### config.mk
export PLATFORM = sky130hd
export DESIGN_NAME = rtc_update
export DESIGN_NICKNAME = d
export VERILOG_FILES = /design/src/rtl/core/rtc_pkg.sv /design/src/rtl/core/rtc_update.sv
export SDC_FILE = /design/constraint.sdc
export NUM_CORES = 1
export LEC_CHECK = 0
export BUFFER_PORTS_ARGS = -buffer_cell sky130_fd_sc_hd__buf_2
export CORE_AREA = 3 3 194 196
export DETAILED_ROUTE_END_ITERATION = 12
export DIE_AREA = 0 0 197 199
export GPL_ROUTABILITY_DRIVEN = 0
export PLACE_DENSITY_LB_ADDON = 0.2
export SYNTH_ARGS = -nofsm -noshare
export SYNTH_HDL_FRONTEND = slang
export SYNTH_SLANG_ARGS = --single-unit
### constraint.sdc
create_clock -name vclk -period 11.6
set_clock_uncertainty 0.05 [all_clocks]
set_input_delay 0.58 -clock vclk [all_inputs]
set_output_delay 0.58 -clock vclk [all_outputs]
set_load 0.005 [all_outputs]
### src/rtl/core/rtc_pkg.sv
`timescale 1ns / 1ps
// ----------------------------------------------------------------------------
// rtc_pkg
// Shared constants for the region thread-count search block: search phase
// codes, register indexes, register reset values and parameter defaults.
// ----------------------------------------------------------------------------
package rtc_pkg;

   localparam int DEF_REGION_SLOTS = 32;
   localparam int DEF_THREAD_BITS  = 9;

   localparam int PHASE_W = 3;
   localparam logic [PHASE_W-1:0] PH_REPEAT = 3'd0;
   localparam logic [PHASE_W-1:0] PH_DOUBLE = 3'd1;
   localparam logic [PHASE_W-1:0] PH_STEP   = 3'd2;
   localparam logic [PHASE_W-1:0] PH_TRIAL  = 3'd3;
   localparam logic [PHASE_W-1:0] PH_DONE   = 3'd4;
   localparam logic [PHASE_W-1:0] PH_FINE   = 3'd5;

   localparam int CSR_IDX_W = 2;
   localparam logic [CSR_IDX_W-1:0] CSR_CORE_COUNT      = 2'd0;
   localparam logic [CSR_IDX_W-1:0] CSR_START_THREADS   = 2'd1;
   localparam logic [CSR_IDX_W-1:0] CSR_INITIAL_METRIC  = 2'd2;
   localparam logic [CSR_IDX_W-1:0] CSR_BOOST_THRESHOLD = 2'd3;

   localparam logic [8:0]  RST_CORE_COUNT      = 9'd8;
   localparam logic [8:0]  RST_START_THREADS   = 9'd2;
   localparam logic        RST_INITIAL_METRIC  = 1'b0;
   localparam logic [31:0] RST_BOOST_THRESHOLD = 32'd740;

endpackage

### src/rtl/core/rtc_update.sv
`timescale 1ns / 1ps
// ----------------------------------------------------------------------------
// rtc_update
// Next-state logic of one region record: score, search phase step and boost
// decision.
// ----------------------------------------------------------------------------
module rtc_update #(
   parameter int THREAD_BITS = 9,
   parameter int REC_W = 133 + 4 * THREAD_BITS
) (
   input  logic               fresh,
   input  logic [REC_W-1:0]   rec_in,
   input  logic [31:0]        elapsed_time,
   input  logic signed [63:0] product,
   input  logic               initial_metric,
   input  logic [8:0]         start_threads,
   input  logic [8:0]         core_count,
   input  logic [31:0]        boost_threshold,
   input  logic               same_prev,
   input  logic               prev_boost,
   output logic [REC_W-1:0]   rec_out,
   output logic [8:0]         thread_count,
   output logic               boost_write,
   output logic               boost_value,
   output logic               new_boost
);
   import rtc_pkg::*;
   localparam int TB = THREAD_BITS;

   logic [PHASE_W-1:0] m_phase, phase;
   logic               m_metric, metric;
   logic [TB-1:0]      m_tn, m_lt, m_st, m_bt;
   logic [TB-1:0]      tn, lt, st, bt, nxt;
   logic signed [63:0] m_br, br, res, thr;
   logic [31:0]        m_twb, m_twob, twb, twob;
   logic               m_bb, bb, pbb, wr, val;
   logic [32:0]        sum_on, sum_off;

   assign {m_phase, m_metric, m_tn, m_lt, m_st, m_bt, m_br, m_twb, m_twob, m_bb} = rec_in;

   always_comb begin
      if (fresh) begin
         phase = PH_REPEAT; metric = initial_metric;
         tn = '0; lt = '0; st = '0; bt = '0; br = '0;
         twb = '0; twob = '0; bb = 1'b1;
      end else begin
         phase = m_phase; metric = m_metric;
         tn = m_tn; lt = m_lt; st = m_st; bt = m_bt; br = m_br;
         twb = m_twb; twob = m_twob; bb = m_bb;
      end
      nxt = '0;
      wr  = 1'b0;
      val = 1'b0;
      thr = $signed({32'd0, boost_threshold});
      res = metric ? product : $signed({32'd0, elapsed_time});
      sum_on  = {1'b0, twb} + {1'b0, boost_threshold};
      sum_off = {1'b0, twob} + {1'b0, boost_threshold};
      if (phase != PH_DONE) begin
         if (metric && res <= 0) begin
            phase  = PH_REPEAT;
            metric = 1'b0;
         end
         case (phase)
            PH_REPEAT: begin
               phase = PH_DOUBLE;
               tn = TB'(start_threads);
               nxt = tn;
               lt = tn;
            end
            PH_DOUBLE: begin
               br = res;
               bt = tn;
               tn = tn << 1;
               nxt = tn;
               phase = PH_STEP;
            end
            PH_STEP: begin
               if (res < br) begin
                  br = res;
                  bt = tn;
                  if ((32'(tn) << 1) <= 32'(core_count)) begin
                     lt = tn;
                     tn = tn << 1;
                     nxt = tn;
                  end else begin
                     st = lt >> 1;
                     if (st >= TB'(2)) begin
                        tn = tn - st;
                        nxt = tn;
                        phase = PH_FINE;
                     end else begin
                        bb = 1'b0; twb = elapsed_time; phase = PH_TRIAL;
                     end
                  end
               end else if (32'(bt) == 32'(core_count >> 1)) begin
                  bb = 1'b0; twb = elapsed_time; phase = PH_TRIAL;
               end else begin
                  st = lt >> 1;
                  if (st >= TB'(2)) begin
                     tn = tn + st;
                     nxt = tn;
                     phase = PH_FINE;
                  end else begin
                     bb = 1'b0; twb = elapsed_time; phase = PH_TRIAL;
                  end
               end
            end
            PH_FINE: begin
               if (!(br < res)) begin
                  bt = tn;
                  br = res;
               end
               st = st >> 1;
               if (st >= TB'(2)) begin
                  tn = tn + st;
                  nxt = tn;
               end else begin
                  bb = 1'b0; twb = elapsed_time; phase = PH_TRIAL;
               end
            end
            PH_TRIAL: begin
               phase = PH_DONE;
               twob = elapsed_time;
               if (br < res) begin
                  bb = 1'b1;
               end
               nxt = bt;
            end
            default: begin
            end
         endcase
         pbb = same_prev ? bb : prev_boost;
         if (phase != PH_TRIAL && bb != pbb && br > thr) begin
            wr  = 1'b1;
            val = bb;
         end
      end else begin
         pbb = same_prev ? bb : prev_boost;
         if ((!pbb && bb && sum_on < {1'b0, twob}) ||
             (pbb && !bb && sum_off < {1'b0, twb})) begin
            wr  = 1'b1;
            val = bb;
         end
         nxt = bt;
      end
   end

   assign rec_out      = {phase, metric, tn, lt, st, bt, br, twb, twob, bb};
   assign thread_count = 9'(nxt);
   assign boost_write  = wr;
   assign boost_value  = val;
   assign new_boost    = bb;
endmodule

==> key figures <==
Power and ir drop
  • Sw Share: 59.5%
  • Power per cell area: 50.9 nW/um2
  • Leak: 8.81 nW
  • Pint: 330 uW
  • VDD IR-drop max: 19.5 uV
  • Net load switching power: 484 uW
  • Logic pwr share: 100.0%
  • Flop pwr share: 0%
  • Clk network pwr share: 0%

Place
  • IO buf count: 500
  • Dpl hpwl: 55000 um

Die
  • Die Area: 39200 um2
  • Core ar.: 36300 um2
  • IO Pins: 500
  • Chip Width: 197 um
  • Starting Density: 36.2%
  • Die Y: 199 um
  • Rows: 70

STA
  • Setup violators final: 0
  • Hold slack: 1.40 ns
  • Total negative setup slack: 0 ns
  • Max Transition Viols Final: 0
  • Tightest Pin Transition: 1.18 ns
  • Max_slew headroom: 21.1%
  • RSZ-0062 raised after global routing: false
  • Hold Fails Final Rpt: 0
  • Final min period: 8.66 ns
  • Tcrit/Tclk final: 74.7%
  • Fmax: 0.115 GHz

Detailed routing
  • WL/cell: 22.0 um
  • DRC: 0
  • Via-to-Cell Ratio: 5.93
  • Vias: 17300
  • Detail Route Antenna Nets: 0
  • Drt pass-1 iters: 7
  • Drt initial violations: 1716
  • Detailed Route WL: 64300 um

Global route
  • Largest net degree at the start of global routing: 97
  • Gr usage total: 30.6%
  • First-pass GRT wire length: 94500 um
  • Grt total ovfl: 0
  • Initial antenna violation count: 8
  • Vias in the first global route: 16200

Worst setup path
  • Startpoint types: primary input
  • Required @ worst endpoint: 10.97 ns
  • Buffers & Inverters on Critical Path: 5
  • Crit path max-delay cell type: mux2_4
  • CP endpoint kind: output port
  • WS Path Type: primary input to output port
  • Crit-path max cell delay: 0.85 ns
  • Crit Path Max Fanout: 96
  • Family with the most delay on the worst path: simple AND/OR/NAND/NOR gates
  • CP Data Arrival Time: 8.03 ns

Hold path
  • Worst min path class: primary input to output port

Synth
  • Mapped Area: 13100 um2
  • Sequential-to-total area share from yosys stat: 0%
  • Yosys warning count: 0
  • Yosys cell types: 88
  • Mapped Nets: 2598
  • Mean Syn Cell Area: 6.49 um2
  • Mapped Cells: 2021

Layout
  • Seq Cell Count: 0
  • FILL cells: 3933
  • Clock Buffer Count: 0
  • Multi-input logic area: 12200 um2
  • Register area: 0 um2
  • Most common cell after layout, fill and taps aside: buf_2
  • Fin nets: 3027
  • Area Overhead vs Synth: 21.8%
  • Most frequent cells in the layout: buf_2, nand2_1, ha_1
  • Layout cells sized above 1: 22.3%

Clocking
  • Setup repair bufs after CTS: 0
  • CTS Hold Buffers Added: 0
  • Resized cells post-CTS: 0

Job
  • Max-Cap Viols: 0

Run status
  • Status: finished clean
[routing by layer]
layer  routed length, um  vias to the layer above  GRT usage, %
met5                  31                        -             0
met4                2480                        4          9.27
met3                5720                      148          4.32
met2               29100                      974          52.2
met1               27000                     7983          40.1
li1                    -                     8231             -
[worst paths after layout]
path	from	endpoint	slack [ns]	cells after the start
max	fresh	boost_write	2.94	29
min	rec_in[133]	thread_count[4]	1.40	3
[through the flow]
step	power (mW)	util [%]	std cells	area, um2	setup slack [ns]
floorplan	0.506	-	2021	13100	4.72
global placement	0.783	44.0	2916	16000	3.19
detailed placement	0.794	44.0	2916	16000	3.08
CTS	0.801	44.0	2916	16000	3.06
global route	0.901	44.0	2919	16000	2.35
finish	0.813	44.1	2922	16000	2.94
[layout make-up]
class / count / share of cell area [%]
timing repair buffer: 511 / 16.2
tap: 468 / 3.66
antenna: 6 / 0.0940
multi-input combinational: 1779 / 76.3
inverter: 158 / 3.71
[logic make-up (layout without fill, tap and decap cells)]
logic type,Yosys count,count (layout),synth area share (%)
compound gates,659,659,32.1
other cells,0,6,0
buf+inv,242,669,7.23
mux,43,43,3.38
xor+xnor,79,79,5.27
fa+ha+maj,258,258,24.9
simple gates,740,740,27.2
[synthesized netlist by cell type, drive strengths merged, types with 8 or more instances]
| cell type | instances | area, um2 |
|---|---|---|
| nor4 | 29 | 211 |
| a21boi | 8 | 60.1 |
| a211oi | 17 | 128 |
| nor2b | 89 | 557 |
| a221oi | 10 | 111 |
| buf | 31 | 156 |
| and3 | 30 | 188 |
| o21a | 30 | 233 |
| or4 | 9 | 71.3 |
| o211ai | 12 | 90.1 |
| mux2 | 8 | 93.8 |
| mux2i | 35 | 350 |
| nor2 | 109 | 409 |
| nand4 | 34 | 219 |
| nand2b | 20 | 125 |
| o31ai | 17 | 133 |
| inv | 157 | 589 |
| nor3 | 27 | 135 |
| ha | 253 | 3170 |
| o221ai | 11 | 96.3 |
| clkbuf | 53 | 199 |
| a21o | 67 | 504 |
| a21oi | 140 | 708 |
| xor2 | 17 | 149 |
| o21ai | 220 | 1100 |
| o22ai | 9 | 56.3 |
| a2111oi | 8 | 77.6 |
| nand3 | 35 | 175 |
| nand2 | 324 | 1220 |
| a22oi | 14 | 105 |
| a31oi | 22 | 138 |
| o21bai | 13 | 97.6 |
| xnor2 | 62 | 543 |
[power groups by stage]
stage	Clock [mW]	Sequential, mW	Combinational (mW)
CTS	0	0	0.801
finish	0.0000000694	0	0.813
floorplan	0	0	0.506
global route	0.0000000346	0	0.901
detailed placement	0	0	0.794
global placement	0	0	0.783
[tightest hold or removal path, cell delays in order]
cell and delay [ns]:
buf_2 0.09, a21o_1 0.10, buf_2 0.10
No activity file was read; power rests on OpenSTA's default activity.
