## src/rtl/core/rtc_mem.sv

```systemverilog
`timescale 1ns / 1ps
// ----------------------------------------------------------------------------
// rtc_mem
// Region record memory with one read and one write port, registered read.
// ----------------------------------------------------------------------------
module rtc_mem #(
   parameter int DEPTH = 32,
   parameter int WIDTH = 8
) (
   input  logic                     clock,
   input  logic                     rd_en,
   input  logic [$clog2(DEPTH)-1:0] rd_addr,
   output logic [WIDTH-1:0]         rd_data,
   input  logic                     wr_en,
   input  logic [$clog2(DEPTH)-1:0] wr_addr,
   input  logic [WIDTH-1:0]         wr_data
);
   logic [WIDTH-1:0] mem_ff [DEPTH];
   logic [WIDTH-1:0] rd_data_ff;

   always_ff @(posedge clock) begin
      if (wr_en) begin
         mem_ff[wr_addr] <= wr_data;
      end
      if (rd_en) begin
         rd_data_ff <= mem_ff[rd_addr];
      end
   end

   assign rd_data = rd_data_ff;
endmodule

```

## config.mk

```make
export PLATFORM = sky130hd
export DESIGN_NAME = rtc_mem
export DESIGN_NICKNAME = d
export VERILOG_FILES = /design/src/rtl/core/rtc_mem.sv
export SDC_FILE = /design/constraint.sdc
export NUM_CORES = 1
export LEC_CHECK = 0
export BUFFER_PORTS_ARGS = -buffer_cell sky130_fd_sc_hd__buf_2
export CORE_MARGIN = 5
export CORE_UTILIZATION = 61
export DETAILED_ROUTE_END_ITERATION = 16
export PLACE_DENSITY = 0.9
export SETUP_SLACK_MARGIN = 0.3
export SYNTH_ARGS = -nofsm -noshare
export SYNTH_HDL_FRONTEND = slang
export SYNTH_SLANG_ARGS = --single-unit
```

## constraint.sdc

```tcl
create_clock -name clock -period 3.9 [get_ports clock]
set_clock_uncertainty 0.2 [all_clocks]
set_input_delay 1.17 -clock clock [delete_from_list [all_inputs] [get_ports clock]]
set_output_delay 1.17 -clock clock [all_outputs]
set_load 0.05 [all_outputs]
```

==> results of run 1 <==
==> registers in the layout, summed over array words and instances, names as in the netlist <==
| register | flops |
|---|---|
| mem_ff | 256 |
| rd_data | 8 |
==> worst register-to-register path, cell delays in order (launching register included) <==
cell	delay (ns)
edfxtp_1	0.37
mux4_2	0.53
mux4_2	0.56
mux2_2	0.30
==> layer usage <==
| layer | vias to the layer above | global-route usage | share of wire |
|---|---|---|---|
| met5 | - | 0 | 0 |
| li1 | 1870 | - | - |
| met3 | 54 | 0.0390 | 0.11 |
| met4 | 0 | 0.0793 | 0.035 |
| met1 | 2432 | 0.341 | 0.38 |
| met2 | 341 | 0.348 | 0.48 |
==> how the worst max path moves through the flow <==
stage                           from              endpoint  slack, ns  cells past startpoint
after floorplan           rd_addr[2]  rd_data[0]$_DFFE_PP_       0.59                      5
after global placement    rd_addr[0]  rd_data[4]$_DFFE_PP_       0.41                      5
after detailed placement  rd_addr[0]  rd_data[4]$_DFFE_PP_       0.40                      5
after CTS                 rd_addr[0]  rd_data[1]$_DFFE_PP_       0.89                      5
after global routing      rd_addr[0]  rd_data[1]$_DFFE_PP_       0.86                      5
final                     rd_addr[0]  rd_data[1]$_DFFE_PP_       0.89                      5
==> logic make-up after synthesis <==
group / Yosys count
buf+inv: 20
flops: 264
simple gates: 45
mux: 88
==> per-stage QoR <==
step                 util  setup slack, ns  cell area [um^2]
floorplan               -            0.588             10100
global placement    0.644            0.411             10600
detailed placement  0.644            0.399             10600
CTS                 0.690            0.895             11400
global route        0.690            0.863             11400
finish              0.690            0.892             11400
==> synth_stat cells <==
library cell	n	area share
edfxtp_1	264	0.78
mux4_2	80	0.18
nor2_1	33	0.012
mux2_2	8	0.0089
buf_1	6	0.0022
buf_4	6	0.0044
clkbuf_1	6	0.0022
nand3b_1	5	0.0037
or3b_2	3	0.0026
nand3_1	2	0.00099
buf_2	1	0.00049
buf_6	1	0.0011
nand2_1	1	0.00037
or3_1	1	0.00062
==> where the power goes <==
| group | switching (mW) | total, mW | internal [mW] |
|---|---|---|---|
| Combinational | 0.194 | 0.326 | 0.131 |
| Sequential | 0.0148 | 3.18 | 3.17 |
| Clock | 0.990 | 2.28 | 1.29 |
| Total | 1.20 | 5.79 | 4.59 |
==> cell type report <==
| cell class | instances | area [um^2] |
|---|---|---|
| fillers | 952 | 5110 |
| repair buffers | 40 | 295 |
| clock inverters | 15 | 128 |
| multi-input cells | 133 | 2100 |
| clock buffers | 26 | 629 |
| flip-flops and latches | 264 | 7930 |
| well taps | 220 | 275 |
==> impl_results.md, run 1 <==
- Area of the die: between 15000 and 20000 um^2
- Critical path class: input port to flip-flop
- CP Capture Type: flip-flop
- Max-Cap Viols: 0
- Total CTS buffers: 24
- Hold Path Class: input port to flip-flop
- Arrival @ worst endpoint: 3.08 ns
- Startpoint Class: input port
- Post-Synth XOR/XNOR Area: 0
- Ys Warns: 0
- Cell Pwr Density: a little over 500 nW/um^2
- Post-synthesis mux area share: 0.187
- DPL Wire Length: 12.7 mm
- Post-route insts no fill: 698
- CP max-delay cell: mux4_2
- Flop2flop setup slack: approximately 1.7 ns
- Adder-cell share of the synthesized area: 0
- Tot GR Track Use: 0.227
- Row cnt: 47
- Avg Cell Area, Syn: 24.3 um^2
- Die width: 139 um
- Syn Nets: 438
- Post-DRT Antenna Nets: 0
- # DRC: 0
- Routed length per instance: between 30 and 40 um
- Vias per cell: ~6.7
- Largest family of logic cells by synthesized area: multiplexers
- Area grow syn2layout: 12.1%
- Ant. Diodes: 0
- Worst skew pair latency: between 0.5 and 0.6 ns
- Hold Path Sink: rd_data[2]$_DFFE_PP_
- Worst hold margin: 0.807 ns
- Post-Syn Instances: ~420
- Fmax: roughly 0.33 GHz
- Hold_sp: rd_en
- Die Y: approximately 140 um
- # H-tree levels: 1
- Share of layout cells above drive strength 1: 0.347
- Unrepaired setup endpoints after global routing: false
- Crit-path cells: buf_4 -> buf_12 -> mux4_2 -> mux4_2 -> mux2_2
- Slowest cell delay on critical path: about 0.56 ns
- First-pass GRT wire length: between 30 and 40 mm
- Detailed-router iteration count before antenna repair: 5
- Gpl congestion: 0.785
- Post-cts sizing count: 0
- CP bufs+invs: 2
- Vias in the first global route: between 4000 and 5000
- CTS tree: yes
- Reg-to-reg startpoint: mem_ff[21][1]$_DFFE_PP_
- Tot Pwr: ~5.8 mW
- Max_slew headroom: 0.401
- Root Driver: clkbuf_16
- Period utilisation layout: 0.771
- Detailed Route Iter0 Violations: a little over 800
- Vias post-DR: between 4000 and 5000
- Actual slew at the worst max-slew pin: just under 0.9 ns
- Most frequent cells in the layout: edfxtp_1, mux4_2, nor2_1
- Most used cell, CP: mux4_2
- NumNets Final: 484
- Leakage power: 3.54 nW
- Total grt overflow: 0
- RR Endpoint: rd_data[1]$_DFFE_PP_
- R2r worst-path depth: 3
- Hold Crit Depth: 1
- Slew Viols, Final: 0
- Most common cell after layout, fill and taps aside: edfxtp_1
- Final wirelength: ~21 mm
- Clock slew at reported path FFs: ~0.070 ns
- Req. time, crit path: 3.98 ns
- Placed instance count: roughly 660
- Largest net degree at the start of global routing: 65
- Core box area: between 15000 and 20000 um^2
- CTS Sinks: roughly 260
- Hold buffers post-CTS: 0
- CTS Buffer Depth: 3
- Initial core utilization: 0.615
- Post-CTS setup buffer count: 0
- Worst vdd rail ir drop: 0.000343 V
- Crit path max-delay family: multiplexers
- Synth Area in Simple Gates: 0.0205
- Synth Area in Compound Gates: 0
- Distinct cells, synth: 14
- Initial antenna violation count: 0
- Final setup violation count: 0
- Fin. Hold Viols: 0
- Status: completed
- Syn Std Cell Area: about 10000 um^2
- PortBufs: 28
- Register area share after synthesis: 0.782
- Ports: 29
- Setup TNS: 0 ns
- CP Max Fanout: 16
- Flops & latches, synth: 264
- Final min period: ~3.0 ns
No activity file was read; power rests on OpenSTA's default activity.
==> inputs of run 2 (changes only) <==
clock period = 2.9 ns   (was 3.9 ns; I/O delays follow)
==> impl_results.md, run 2 (synthesis results as in run 1) <==
- Status: completed (unchanged)
- Actual slew at the worst max-slew pin: 0.670 ns (was 0.895 ns)
- Register name with the most flops: mem_ff (unchanged)
- Hold buffers post-CTS: 0 (unchanged)
- Vias in the first global route: 4979 (was 4820)
- Unrepaired setup endpoints after global routing: false (unchanged)
- PortBufs: 28 (unchanged)
- Total CTS buffers: 25 (was 24)
- Fmax: just under 0.4 GHz
- Hold Path Class: input port to flip-flop (unchanged)
- Routed length per instance: 30.4 um (was 30.3 um)
- Fill cells: 902 (was 952)
- CP Max Fanout: 13 (was 16)
- Largest net degree at the start of global routing: 34 (was 65)
- CP max-delay cell: mux4_2 (unchanged)
- Max_slew headroom: 0.553 (was 0.401)
- Clock network fraction of total power: 0.393 (was 0.394)
- CTS tree: yes (unchanged)
- Initial core utilization: 0.615 (unchanged)
- Total grt overflow: 0 (unchanged)
- RR Endpoint: rd_data[3]$_DFFE_PP_ (was rd_data[1]$_DFFE_PP_)
- Placed instance count: 685 (was 657)
- Post-DRT Antenna Nets: 0 (unchanged)
- Area of the die: 19300 um^2 (unchanged)
- Critical path class: input port to flip-flop (unchanged)
- Final min period: ~2.6 ns
- Final wirelength: 22.3 mm (was 21.2 mm)
- Logic pwr share: 0.060 (was 0.056)
- Area grow syn2layout: 15.4% (was 12.1%)
- Tot GR Track Use: 0.232 (was 0.227)
- Slowest cell delay on critical path: 0.57 ns (was 0.56 ns)
- Pre-CTS setup slack: -0.217 ns (was 0.399 ns)
- Most frequent cells in the layout: edfxtp_1, mux4_2, nor2_1 (unchanged)
- Max FFs per register: 256 (unchanged)
- Final setup violation count: 0 (unchanged)
- Register share of total power: 0.546 (was 0.549)
- Gpl congestion: 0.797 (was 0.785)
- Setup ws final: 0.316 ns (was 0.892 ns)
- CTS Sinks: 264 (unchanged)
- Worst skew pair latency: 0.53 ns (was 0.52 ns)
- Root Driver: clkbuf_16 (unchanged)
- CTS Buffer Depth: 3 (unchanged)
- Crit-path cells: buf_6 -> buf_12 -> mux4_2 -> mux4_2 -> mux2_2 (was buf_4 -> buf_12 -> mux4_2 -> mux4_2 -> mux2_2)
- Ant. Diodes: 0 (unchanged)
- CP Capture Type: flip-flop (unchanged)
- Vias post-DR: 4862 (was 4697)
- Leakage power: 3.75 nW (was 3.54 nW)
- Fin. Hold Viols: 0 (unchanged)
- Most common cell after layout, fill and taps aside: edfxtp_1 (unchanged)
- Share of layout cells above drive strength 1: 0.378 (was 0.347)
- Startpoint Class: input port (unchanged)
- Max-Cap Viols: 0 (unchanged)
- Detailed Route Iter0 Violations: 736 (was 812)
- Switching Share: 0.206 (was 0.207)
- Int Pwr: 6.22 mW (was 4.59 mW)
- Hold Crit Depth: 1 (unchanged)
- Slew Viols, Final: 0 (unchanged)
- Core box area: 16500 um^2 (unchanged)
- NumNets Final: 516 (was 484)
- Cell Pwr Density: 669 nW/um^2 (was 510 nW/um^2)
- # H-tree levels: 1 (unchanged)
- Flop2flop setup slack: 0.69 ns (was 1.72 ns)
- Hold_sp: rd_en (unchanged)
- R2r worst-path depth: 3 (unchanged)
- Row cnt: 47 (unchanged)
- Ports: 29 (unchanged)
- Req. time, crit path: 2.98 ns (was 3.98 ns)
- Worst hold margin: 0.504 ns (was 0.807 ns)
- Hold Path Sink: rd_data[2]$_DFFE_PP_ (unchanged)
- Detailed-router iteration count before antenna repair: 6 (was 5)
- Post-route insts no fill: 733 (was 698)
- Vias per cell: 6.63 (was 6.73)
- Reg-to-reg startpoint: mem_ff[16][3]$_DFFE_PP_ (was mem_ff[21][1]$_DFFE_PP_)
- Die Y: 139 um (unchanged)
- Most used cell, CP: mux4_2 (unchanged)
- Initial antenna violation count: 0 (unchanged)
- First-pass GRT wire length: 32.8 mm (was 32.2 mm)
- Clock slew at reported path FFs: 0.07 ns (about the same)
- Period utilisation layout: 0.891
- DPL Wire Length: 13.2 mm (was 12.7 mm)
- NetSw: 1.61 mW (was 1.20 mW)
- Arrival @ worst endpoint: 2.66 ns (was 3.08 ns)
- Die width: 139 um (unchanged)
- # DRC: 0 (unchanged)
- Worst vdd rail ir drop: 0.000465 V (was 0.000343 V)
[run 2: cell type report]
class	instances	area [um^2]	area share
Multi-Input combinational cell	133	2100	0.180
Timing Repair Buffer	71	622	0.0532
Clock buffer	31	648	0.0554
Sequential cell	264	7930	0.678
Clock inverter	14	118	0.0101
Tap cell	220	275	0.0235
[run 2: worst max path at each step]
| stage | start | end | slack [ns] |
|---|---|---|---|
| 2_1_floorplan | rd_addr[0] | rd_data[0]$_DFFE_PP_ | 0.09 |
| 3_3_place_gp | rd_addr[0] | rd_data[1]$_DFFE_PP_ | -0.21 |
| 3_5_place_dp | rd_addr[0] | rd_data[2]$_DFFE_PP_ | -0.22 |
| 4_1_cts | rd_addr[0] | rd_data[1]$_DFFE_PP_ | 0.32 |
| 5_1_grt | rd_addr[0] | rd_data[3]$_DFFE_PP_ | 0.30 |
| 6_report | rd_addr[0] | rd_data[3]$_DFFE_PP_ | 0.32 |
[run 2: through the flow]
stage	cell area (um^2)	power (mW)	utilization	TNS, ns
after global routing	11700	8.07	0.710	0
after CTS	11600	7.84	0.705	0
final	11700	7.82	0.710	0
after floorplan	10200	4.63	-	0
after detailed placement	10800	4.81	0.659	-1.41
after global placement	10800	4.78	0.659	-1.23
[run 2: power by group through the flow]
stage | combinational [mW] | clock, mW | sequential, mW
after global placement | 0.431 | 0 | 4.35
after floorplan | 0.244 | 0 | 4.39
after global routing | 0.497 | 3.30 | 4.28
after detailed placement | 0.450 | 0 | 4.36
final | 0.472 | 3.08 | 4.28
after CTS | 0.457 | 3.11 | 4.28
[run 2: worst max-delay path, delay by kind of cell]
family / cells / cell delay (ns)
multiplexers: 3 / 1.40
buffers and inverters: 2 / 0.37
[run 2: what timing repair did]
action | CTS | global route
endpoints found under the setup margin | 0 | 2
gates resized for setup | 0 | 1
buffers inserted | 0 | 0
[run 2: per-layer routing]
| metal | part of all wire | routed length [um] | GRT usage |
|---|---|---|---|
| met5 | 0 | 0 | 0 |
| met4 | 0.029 | 658 | 0.0633 |
| met3 | 0.11 | 2520 | 0.0583 |
| met2 | 0.48 | 10800 | 0.353 |
| met1 | 0.37 | 8330 | 0.346 |
